[config.mk]
export PLATFORM = sky130hd
export DESIGN_NAME = indexed_min_heap_queue
export DESIGN_NICKNAME = d
export VERILOG_FILES = /design/src/rtl/imhq_pkg.sv /design/src/rtl/imhq_ram.sv /design/src/rtl/indexed_min_heap_queue.sv
export SDC_FILE = /design/constraint.sdc
export NUM_CORES = 2
export LEC_CHECK = 0
export CORE_ASPECT_RATIO = 0.6
export CORE_MARGIN = 4
export CORE_UTILIZATION = 47
export CTS_BUF_LIST = sky130_fd_sc_hd__clkbuf_2 sky130_fd_sc_hd__clkbuf_4 sky130_fd_sc_hd__clkbuf_8
export DETAILED_ROUTE_END_ITERATION = 10
export DONT_BUFFER_PORTS = 1
export GPL_TIMING_DRIVEN = 1
export PLACE_DENSITY = 0.69
export SYNTH_ARGS = -nofsm -noshare
export SYNTH_HDL_FRONTEND = slang
export SYNTH_SLANG_ARGS = --single-unit
[constraint.sdc]
create_clock -name clk -period 16.7 [get_ports clk]
set_input_delay 1.67 -clock clk [delete_from_list [all_inputs] [get_ports clk]]
set_output_delay 1.67 -clock clk [all_outputs]
set_load 0.05 [all_outputs]
[src/rtl/imhq_pkg.sv]
// types and constants shared by the indexed min-heap queue
package imhq_pkg;

  localparam int KEY_W = 6;
  localparam int PRIO_W = 32;
  localparam int CNT_W = 7;
  localparam int STAT_W = 3;

  typedef enum logic [1:0] {
    REQ_INSERT  = 2'd0,
    REQ_EXTRACT = 2'd1,
    REQ_CHANGE  = 2'd2,
    REQ_DELETE  = 2'd3
  } req_type_t;

  typedef enum logic [STAT_W-1:0] {
    ST_OK      = 3'd0,
    ST_FULL    = 3'd1,
    ST_EMPTY   = 3'd2,
    ST_ABSENT  = 3'd3,
    ST_PRESENT = 3'd4
  } status_t;

  typedef struct packed {
    req_type_t         req_type;
    logic [KEY_W-1:0]  item_key;
    logic signed [PRIO_W-1:0] item_priority;
  } in_item_t;

  typedef struct packed {
    status_t           status;
    logic [KEY_W-1:0]  out_key;
    logic signed [PRIO_W-1:0] out_priority;
    logic              min_valid;
    logic [CNT_W-1:0]  entry_count;
  } out_item_t;

  typedef enum logic [3:0] {
    S_IDLE,
    S_RD_POS,
    S_WAIT_POS,
    S_DECIDE,
    S_RD_LAST,
    S_WAIT_LAST,
    S_PLACE,
    S_UP_CMP,
    S_DN_RD,
    S_DN_WAIT,
    S_DN_CMP,
    S_RD_ROOT,
    S_WAIT_ROOT,
    S_DONE
  } state_t;

endpackage

[src/rtl/imhq_ram.sv]
// generic single-write dual-read ram with registered read data
module imhq_ram #(
  parameter int WIDTH = 8,
  parameter int DEPTH = 64
) (
  input  logic                     clk,
  input  logic                     we,
  input  logic [$clog2(DEPTH)-1:0] waddr,
  input  logic [WIDTH-1:0]         wdata,
  input  logic [$clog2(DEPTH)-1:0] raddr_a,
  output logic [WIDTH-1:0]         rdata_a,
  input  logic [$clog2(DEPTH)-1:0] raddr_b,
  output logic [WIDTH-1:0]         rdata_b
);

  logic [WIDTH-1:0] mem [DEPTH];

  // write port and two registered read ports
  always_ff @(posedge clk) begin
    if (we) begin
      mem[waddr] <= wdata;
    end
    rdata_a <= mem[raddr_a];
    rdata_b <= mem[raddr_b];
  end

endmodule

[src/rtl/indexed_min_heap_queue.sv]
// top level of the indexed min-heap queue
// Indexed binary min-heap of up to HEAP_DEPTH (key, priority) entries with a
// per-key position table, serving insert, extract-minimum, change-priority
// and delete-by-key requests, one at a time. A request is taken only while
// in_ready is high; it then walks the heap with a single shared compare unit
// over a dual-read slot memory: a setup that reads the key's position and
// the root and decides, a sift up that compares with the parent per level,
// a sift down that reads both children and compares per level, and a read of
// the root to build the result (log2 of HEAP_DEPTH levels bound the walk).
// The result is held in an output register until taken; the next request is
// accepted the cycle after that.
// Presence bits of the keys clear at reset, so no clearing pass is needed.
module indexed_min_heap_queue #(
  parameter int HEAP_DEPTH = 64,
  parameter int KEY_COUNT = 64
) (
  input  logic                clk,
  input  logic                rst_n,
  input  logic                in_valid,
  output logic                in_ready,
  input  imhq_pkg::in_item_t  in_item,
  output logic                out_valid,
  input  logic                out_ready,
  output imhq_pkg::out_item_t out_item,
  input  logic                cfg_we,
  input  logic [6:0]          cfg_wdata
);
  import imhq_pkg::*;

  localparam int AW = $clog2(HEAP_DEPTH);
  localparam int KW = $clog2(KEY_COUNT);
  localparam int FW = $clog2(HEAP_DEPTH + 1);
  localparam int SW = PRIO_W + KW;

  // configuration register
  logic [CNT_W-1:0] cap_r;
  always_ff @(posedge clk) begin
    if (!rst_n) begin
      cap_r <= CNT_W'(64);
    end else if (cfg_we) begin
      cap_r <= cfg_wdata;
    end
  end

  // slot ram: {priority, key}
  logic          s_we;
  logic [AW-1:0] s_waddr, s_ra, s_rb;
  logic [SW-1:0] s_wdata, s_da, s_db;
  imhq_ram #(.WIDTH(SW), .DEPTH(HEAP_DEPTH)) u_slot (
    .clk(clk), .we(s_we), .waddr(s_waddr), .wdata(s_wdata),
    .raddr_a(s_ra), .rdata_a(s_da), .raddr_b(s_rb), .rdata_b(s_db)
  );

  // position ram, presence bits in flops
  logic          p_we;
  logic [KW-1:0] p_waddr, p_ra;
  logic [AW-1:0] p_wdata, p_da, p_unused;
  imhq_ram #(.WIDTH(AW), .DEPTH(KEY_COUNT)) u_pos (
    .clk(clk), .we(p_we), .waddr(p_waddr), .wdata(p_wdata),
    .raddr_a(p_ra), .rdata_a(p_da), .raddr_b(p_ra), .rdata_b(p_unused)
  );
  logic [KEY_COUNT-1:0] present_r, present_nxt;

  state_t state_r, state_nxt;
  in_item_t req_r, req_nxt;
  logic [FW-1:0] fill_r, fill_nxt;
  logic [AW-1:0] idx_r, idx_nxt;          // current slot of the moving entry
  logic [SW-1:0] cur_r, cur_nxt;          // moving entry
  logic [SW-1:0] lc_r, lc_nxt;            // lesser child held during sift down
  logic [AW-1:0] lidx_r, lidx_nxt;
  logic          taken_r, taken_nxt;
  logic [SW-1:0] tk_r, tk_nxt;
  status_t       st_r, st_nxt;
  logic          ov_r, ov_nxt;
  out_item_t     ob_r, ob_nxt;

  logic key_ok;
  logic [FW-1:0] cap_eff;
  assign key_ok = ({{(32-KEY_W){1'b0}}, req_r.item_key} < KEY_COUNT);
  assign cap_eff = ({{(32-CNT_W){1'b0}}, cap_r} > 32'(HEAP_DEPTH)) ?
                   FW'(HEAP_DEPTH) : FW'(cap_r);

  // shared compare unit: a strictly below b
  logic [SW-1:0] cmp_a, cmp_b;
  logic lt;
  assign lt = $signed(cmp_a[SW-1:KW]) < $signed(cmp_b[SW-1:KW]);

  // parent and child slots of the moving entry
  logic [AW-1:0] parent, left, right;
  logic [AW+1:0] lt_w, rt_w, fill_w;
  assign parent = (idx_r - AW'(1)) >> 1;
  assign lt_w   = {1'b0, idx_r, 1'b1};
  assign rt_w   = lt_w + (AW+2)'(1);
  assign fill_w = (AW+2)'(fill_r);
  assign left   = lt_w[AW-1:0];
  assign right  = rt_w[AW-1:0];

  always_ff @(posedge clk) begin
    if (!rst_n) begin
      state_r <= S_IDLE;
      fill_r <= '0;
      present_r <= '0;
      ov_r <= 1'b0;
    end else begin
      state_r <= state_nxt;
      fill_r <= fill_nxt;
      present_r <= present_nxt;
      ov_r <= ov_nxt;
    end
  end

  always_ff @(posedge clk) begin
    req_r <= req_nxt; idx_r <= idx_nxt; cur_r <= cur_nxt; lc_r <= lc_nxt;
    lidx_r <= lidx_nxt; taken_r <= taken_nxt; tk_r <= tk_nxt; st_r <= st_nxt;
    ob_r <= ob_nxt;
  end

  // sequencer
  always_comb begin
    state_nxt = state_r; req_nxt = req_r; fill_nxt = fill_r; idx_nxt = idx_r;
    cur_nxt = cur_r; lc_nxt = lc_r; lidx_nxt = lidx_r; taken_nxt = taken_r;
    tk_nxt = tk_r; st_nxt = st_r; ov_nxt = ov_r; ob_nxt = ob_r;
    present_nxt = present_r;
    s_we = 1'b0; s_waddr = idx_r; s_wdata = cur_r; s_ra = '0; s_rb = '0;
    p_we = 1'b0; p_waddr = cur_r[KW-1:0]; p_wdata = idx_r; p_ra = req_r.item_key[KW-1:0];
    cmp_a = cur_r; cmp_b = s_da;
    in_ready = (state_r == S_IDLE) && !ov_r;
    if (ov_r && out_ready) ov_nxt = 1'b0;
    case (state_r)
      S_IDLE: begin
        if (in_valid && in_ready) begin
          req_nxt = in_item; taken_nxt = 1'b0; st_nxt = ST_OK;
          state_nxt = S_RD_POS;
        end
      end
      S_RD_POS: begin
        s_ra = '0;
        state_nxt = S_WAIT_POS;
      end
      S_WAIT_POS: state_nxt = S_DECIDE;
      S_DECIDE: begin
        state_nxt = S_RD_ROOT;
        if (req_r.req_type == REQ_EXTRACT) begin
          if (fill_r == '0) st_nxt = ST_EMPTY;
          else begin
            taken_nxt = 1'b1; tk_nxt = s_da; idx_nxt = '0;
            present_nxt[s_da[KW-1:0]] = 1'b0;
            state_nxt = S_RD_LAST;
          end
        end else if (!key_ok) begin
          st_nxt = ST_ABSENT;
        end else if (req_r.req_type == REQ_INSERT) begin
          if (fill_r >= cap_eff) st_nxt = ST_FULL;
          else if (present_r[req_r.item_key[KW-1:0]]) st_nxt = ST_PRESENT;
          else begin
            present_nxt[req_r.item_key[KW-1:0]] = 1'b1;
            idx_nxt = fill_r[AW-1:0];
            cur_nxt = {req_r.item_priority, req_r.item_key[KW-1:0]};
            fill_nxt = fill_r + FW'(1);
            state_nxt = S_PLACE;
          end
        end else if (!present_r[req_r.item_key[KW-1:0]] || FW'(p_da) >= fill_r) begin
          st_nxt = ST_ABSENT;
        end else if (req_r.req_type == REQ_CHANGE) begin
          idx_nxt = p_da;
          cur_nxt = {req_r.item_priority, req_r.item_key[KW-1:0]};
          state_nxt = S_PLACE;
        end else begin
          idx_nxt = p_da;
          present_nxt[req_r.item_key[KW-1:0]] = 1'b0;
          state_nxt = S_RD_LAST;
        end
      end
      S_RD_LAST: begin
        s_ra = AW'(fill_r - FW'(1));
        fill_nxt = fill_r - FW'(1);
        state_nxt = S_WAIT_LAST;
      end
      S_WAIT_LAST: begin
        cur_nxt = s_da;
        state_nxt = (FW'(idx_r) < fill_r) ? S_PLACE : S_RD_ROOT;
      end
      S_PLACE: begin
        // write moving entry at idx and its position, then sift up, or sift down at the root
        s_we = 1'b1; p_we = 1'b1;
        s_ra = parent;
        state_nxt = (idx_r == '0) ? S_DN_RD : S_UP_CMP;
      end
      S_UP_CMP: begin
        cmp_a = cur_r; cmp_b = s_da;
        if (lt) begin
          // parent moves down into idx, moving entry into parent
          s_we = 1'b1; s_wdata = s_da;
          p_we = 1'b1; p_waddr = s_da[KW-1:0]; p_wdata = idx_r;
          idx_nxt = parent;
          state_nxt = S_PLACE;
        end else begin
          state_nxt = S_DN_RD;
        end
      end
      S_DN_RD: begin
        // moving entry lands at idx, children are read
        s_we = 1'b1; p_we = 1'b1;
        s_ra = left; s_rb = right;
        if (lt_w >= fill_w) state_nxt = S_RD_ROOT;
        else state_nxt = S_DN_WAIT;
      end
      S_DN_WAIT: begin
        // pick the lesser child, left on ties
        cmp_a = s_db; cmp_b = s_da;
        if (rt_w < fill_w && lt) begin
          lc_nxt = s_db; lidx_nxt = right;
        end else begin
          lc_nxt = s_da; lidx_nxt = left;
        end
        state_nxt = S_DN_CMP;
      end
      S_DN_CMP: begin
        cmp_a = lc_r; cmp_b = cur_r;
        if (lt) begin
          // child moves up into idx, moving entry goes one level down
          s_we = 1'b1; s_wdata = lc_r;
          p_we = 1'b1; p_waddr = lc_r[KW-1:0]; p_wdata = idx_r;
          idx_nxt = lidx_r;
          state_nxt = S_DN_RD;
        end else begin
          state_nxt = S_RD_ROOT;
        end
      end
      S_RD_ROOT: begin
        s_ra = '0;
        state_nxt = S_WAIT_ROOT;
      end
      S_WAIT_ROOT: state_nxt = S_DONE;
      S_DONE: begin
        // build result
        ob_nxt.status = st_r;
        ob_nxt.entry_count = CNT_W'(fill_r);
        if (taken_r) begin
          ob_nxt.out_key = KEY_W'(tk_r[KW-1:0]);
          ob_nxt.out_priority = tk_r[SW-1:KW];
          ob_nxt.min_valid = 1'b1;
        end else if (fill_r != '0) begin
          ob_nxt.out_key = KEY_W'(s_da[KW-1:0]);
          ob_nxt.out_priority = s_da[SW-1:KW];
          ob_nxt.min_valid = 1'b1;
        end else begin
          ob_nxt.out_key = '0;
          ob_nxt.out_priority = '0;
          ob_nxt.min_valid = 1'b0;
        end
        ov_nxt = 1'b1;
        state_nxt = S_IDLE;
      end
      default: state_nxt = S_IDLE;
    endcase
  end

  assign out_valid = ov_r;
  assign out_item = ob_r;

endmodule
==> metrics <==
Max H-tree Level 5; dominant synthesized flop cell edfxtp_1; Critical Path RT 17.32 ns; count of cell types in the netlist 76; # resized after CTS 0; cts hold-fix bufs 0; post-CTS setup buffers 0; vias in the first global route 79320; yosys synthesis warning count 0; unrepaired setup endpoints after global routing false; Fin Clk Skew 0.07072 ns; Die H 424.2 um; net switching fraction of the power 0.2317; HP Class flip-flop to flip-flop; Critical Path Fanout Max 57; total gr overflow 0; relative slew slack -0.01988; PD cells 104.6 nW/um2; Mapped Avg Cell Area 17.62 um2; Synth Area in XOR/XNOR 0.001356; routed via count 84560; Initial Util 0.4734; setup TNS 0 ns; Initial DRC Count 15590; Max Freq 117.2 MHz; failing checks slew limit; Comb pwr share 0.051; Psw 3.646 mW; die area 297600 um2; critical-path cell list nor4bb_4, buf_4, buf_4, nor2_2, buf_4, nand2_1, nand2_1, ha_1, a21oi_1, nor2_1, a2111oi_0, o221a_2, nand3_1, mux2_4, a2bb2oi_2, clkinv_1, buf_4, or3_1, nor2_1; syn_nets 7815; reg2reg setup slack 8.17 ns; largest net degree at the start of global routing 143; Arrival @ worst endpoint 9.16 ns; synthesized flop and latch total 3200; Via density 6.948; area fraction in compound gates after synthesis 0.07174; antenna-violating nets left 0; Flop pwr share 0.561; layout cells sized above 1 0.2484; Num CTS Buffers 431; max-slew violation count 11; VDD IR max 0.00007959 V; All-Layer GR Usage 0.2954; num ports 103; DP HPWL 268600 um; Post-Syn Instances 7698; most numerous cell in the Yosys netlist edfxtp_1; row count 152; first-pass GRT wire length 623300 um; Area contributors post-synth edfxtp_1, mux4_2, mux2i_1, dfxtp_1, a22oi_1; Root Buffer clkbuf_8; Buf+Inv Stages, Crit Path 5; I/O Buffers 0; Longest Clk Path Bufs 4; multiplexer share of the synthesized area 0.1741; GP Congestion 0.9258; initial antenna violation count 81; CP max-delay cell clkinv_1; Synth Area in Simple Gates 0.03234; Tot Pwr 15.74 mW; Final setup viols 0; Worst Max-Slew Pin Slew 1.530 ns; status finished, violations left; DRC 0; EDFF count, synth 3035; WS Path Type flip-flop to flip-flop; First-pass DRT Iterations 8; CTS tree built; Worst Setup End Kind flip-flop; largest area contributor in the synthesized netlist edfxtp_1; clk_lat worst skew 1.05 ns; Total Routed Length 448600 um; WHS 0.4391 ns; internal power 12.09 mW; cell area after synthesis 135700 um2; final layout net count 7939; Seq/Total Area, Yosys 0.6961; Adder-Cell Fraction of Synth Area 0.005995; Commonest cells post-synth edfxtp_1, mux4_2, mux2i_1; asr flop ratio synth 0; Avg WL per Cell 36.86 um; clk sinks 3200; slowest stage delay, CP 1.03 ns; Area growth, synth to finish 10.94%; clock power share 0.389; max cap viols 0; Die W 701.6 um; Worst-path clk slew 0.07 ns; period utilisation layout 0.5110; Fin. Hold Viols 0; final critical-path required period 8.534 ns; critical path's top delay family buffers and inverters; largest family of logic cells by synthesized area multiplexers; Yosys top cell area share 0.6718; leak pwr 47.00 nW; most used cell, CP buf_4; core area 286600 um2; CP Launch Type flip-flop
-- layout by cell type, fill, tap and decap left out, types with 128 or more instances in the layout --
| master | n |
|---|---|
| clkbuf_8 | 463 |
| mux4_2 | 763 |
| a221oi_1 | 128 |
| diode_2 | 156 |
| o21ai_0 | 336 |
| o221ai_1 | 157 |
| a21oi_1 | 199 |
| buf_4 | 248 |
| nor2_1 | 192 |
| a22oi_1 | 263 |
| edfxtp_1 | 3035 |
| dfxtp_1 | 165 |
| nand2_1 | 494 |
| mux2i_1 | 542 |
| clkbuf_4 | 145 |
-- layout make-up --
class                   count  area [um2]
fillers                 22310      136100
flip-flops and latches   3200       94440
multi-input cells        3904       40080
clock buffers             608        7461
well taps                3850        4817
repair buffers            260        2102
clock inverters           168        1124
diodes                    156       390.4
inverters                  25       93.84
-- logic make-up (layout without fill, tap and decap cells) --
kind of cell / after synthesis / in the layout
fa+ha+maj: 65 / 65
xor+xnor: 21 / 21
buf+inv: 594 / 1061
compound gates: 1419 / 1419
other cells: 0 / 156
mux: 1391 / 1391
simple gates: 1008 / 1008
flops: 3200 / 3200
-- state kept, by name, summed over array words and instances, names as in the netlist, named ones only --
name	count
tk_r	38
u_pos.rdata_a	6
state_r	4
u_pos.mem	384
idx_r	6
out_item	49
lc_r	38
p_ra	6
st_r	3
taken_r	1
lidx_r	6
u_slot.rdata_b	38
u_slot.mem	2432
out_valid	1
fill_r	7
cap_r	7
req_r	34
cur_r	38
u_slot.rdata_a	38
-- power by group through the flow --
stage | Clock (mW) | Combinational, mW | Sequential (mW)
4_1_cts | 6.13 | 0.773 | 8.82
5_1_grt | 6.54 | 0.836 | 8.82
2_1_floorplan | 0 | 0.504 | 8.94
3_3_place_gp | 0 | 0.759 | 8.99
6_report | 6.11 | 0.799 | 8.82
3_5_place_dp | 0 | 0.771 | 8.99
-- path summary, 6_finish.rpt --
check / from / end / cells past startpoint
setup reg to reg: state_r[0] / u_pos.mem[2][5] / 19
hold reg to reg: st_r[2] / out_item[48] / 0
setup / recovery: state_r[0] / u_pos.mem[2][5] / 19
hold / removal: st_r[2] / out_item[48] / 0
-- per-stage QoR --
stage                     std cells  cell area [um2]    util  setup WS [ns]
final                         12170           150500  0.5251          8.166
after floorplan                7698           135700       -          7.796
after detailed placement      11240           141500  0.4938          8.558
after global placement        11240           141500  0.4938          8.712
after global routing          12030           150100  0.5239          7.906
after CTS                     12010           150100  0.5237          8.485
-- per-layer routing --
metal  GRT usage  wire, um  vias to the layer above
met5           0       283                        -
met4     0.09766     16220                       40
met3      0.1494     82610                      992
met2      0.3847    179300                     7875
met1      0.4258    170300                    43390
li1            -         -                    32260
Note: power is estimated with default switching activity, not from simulation.
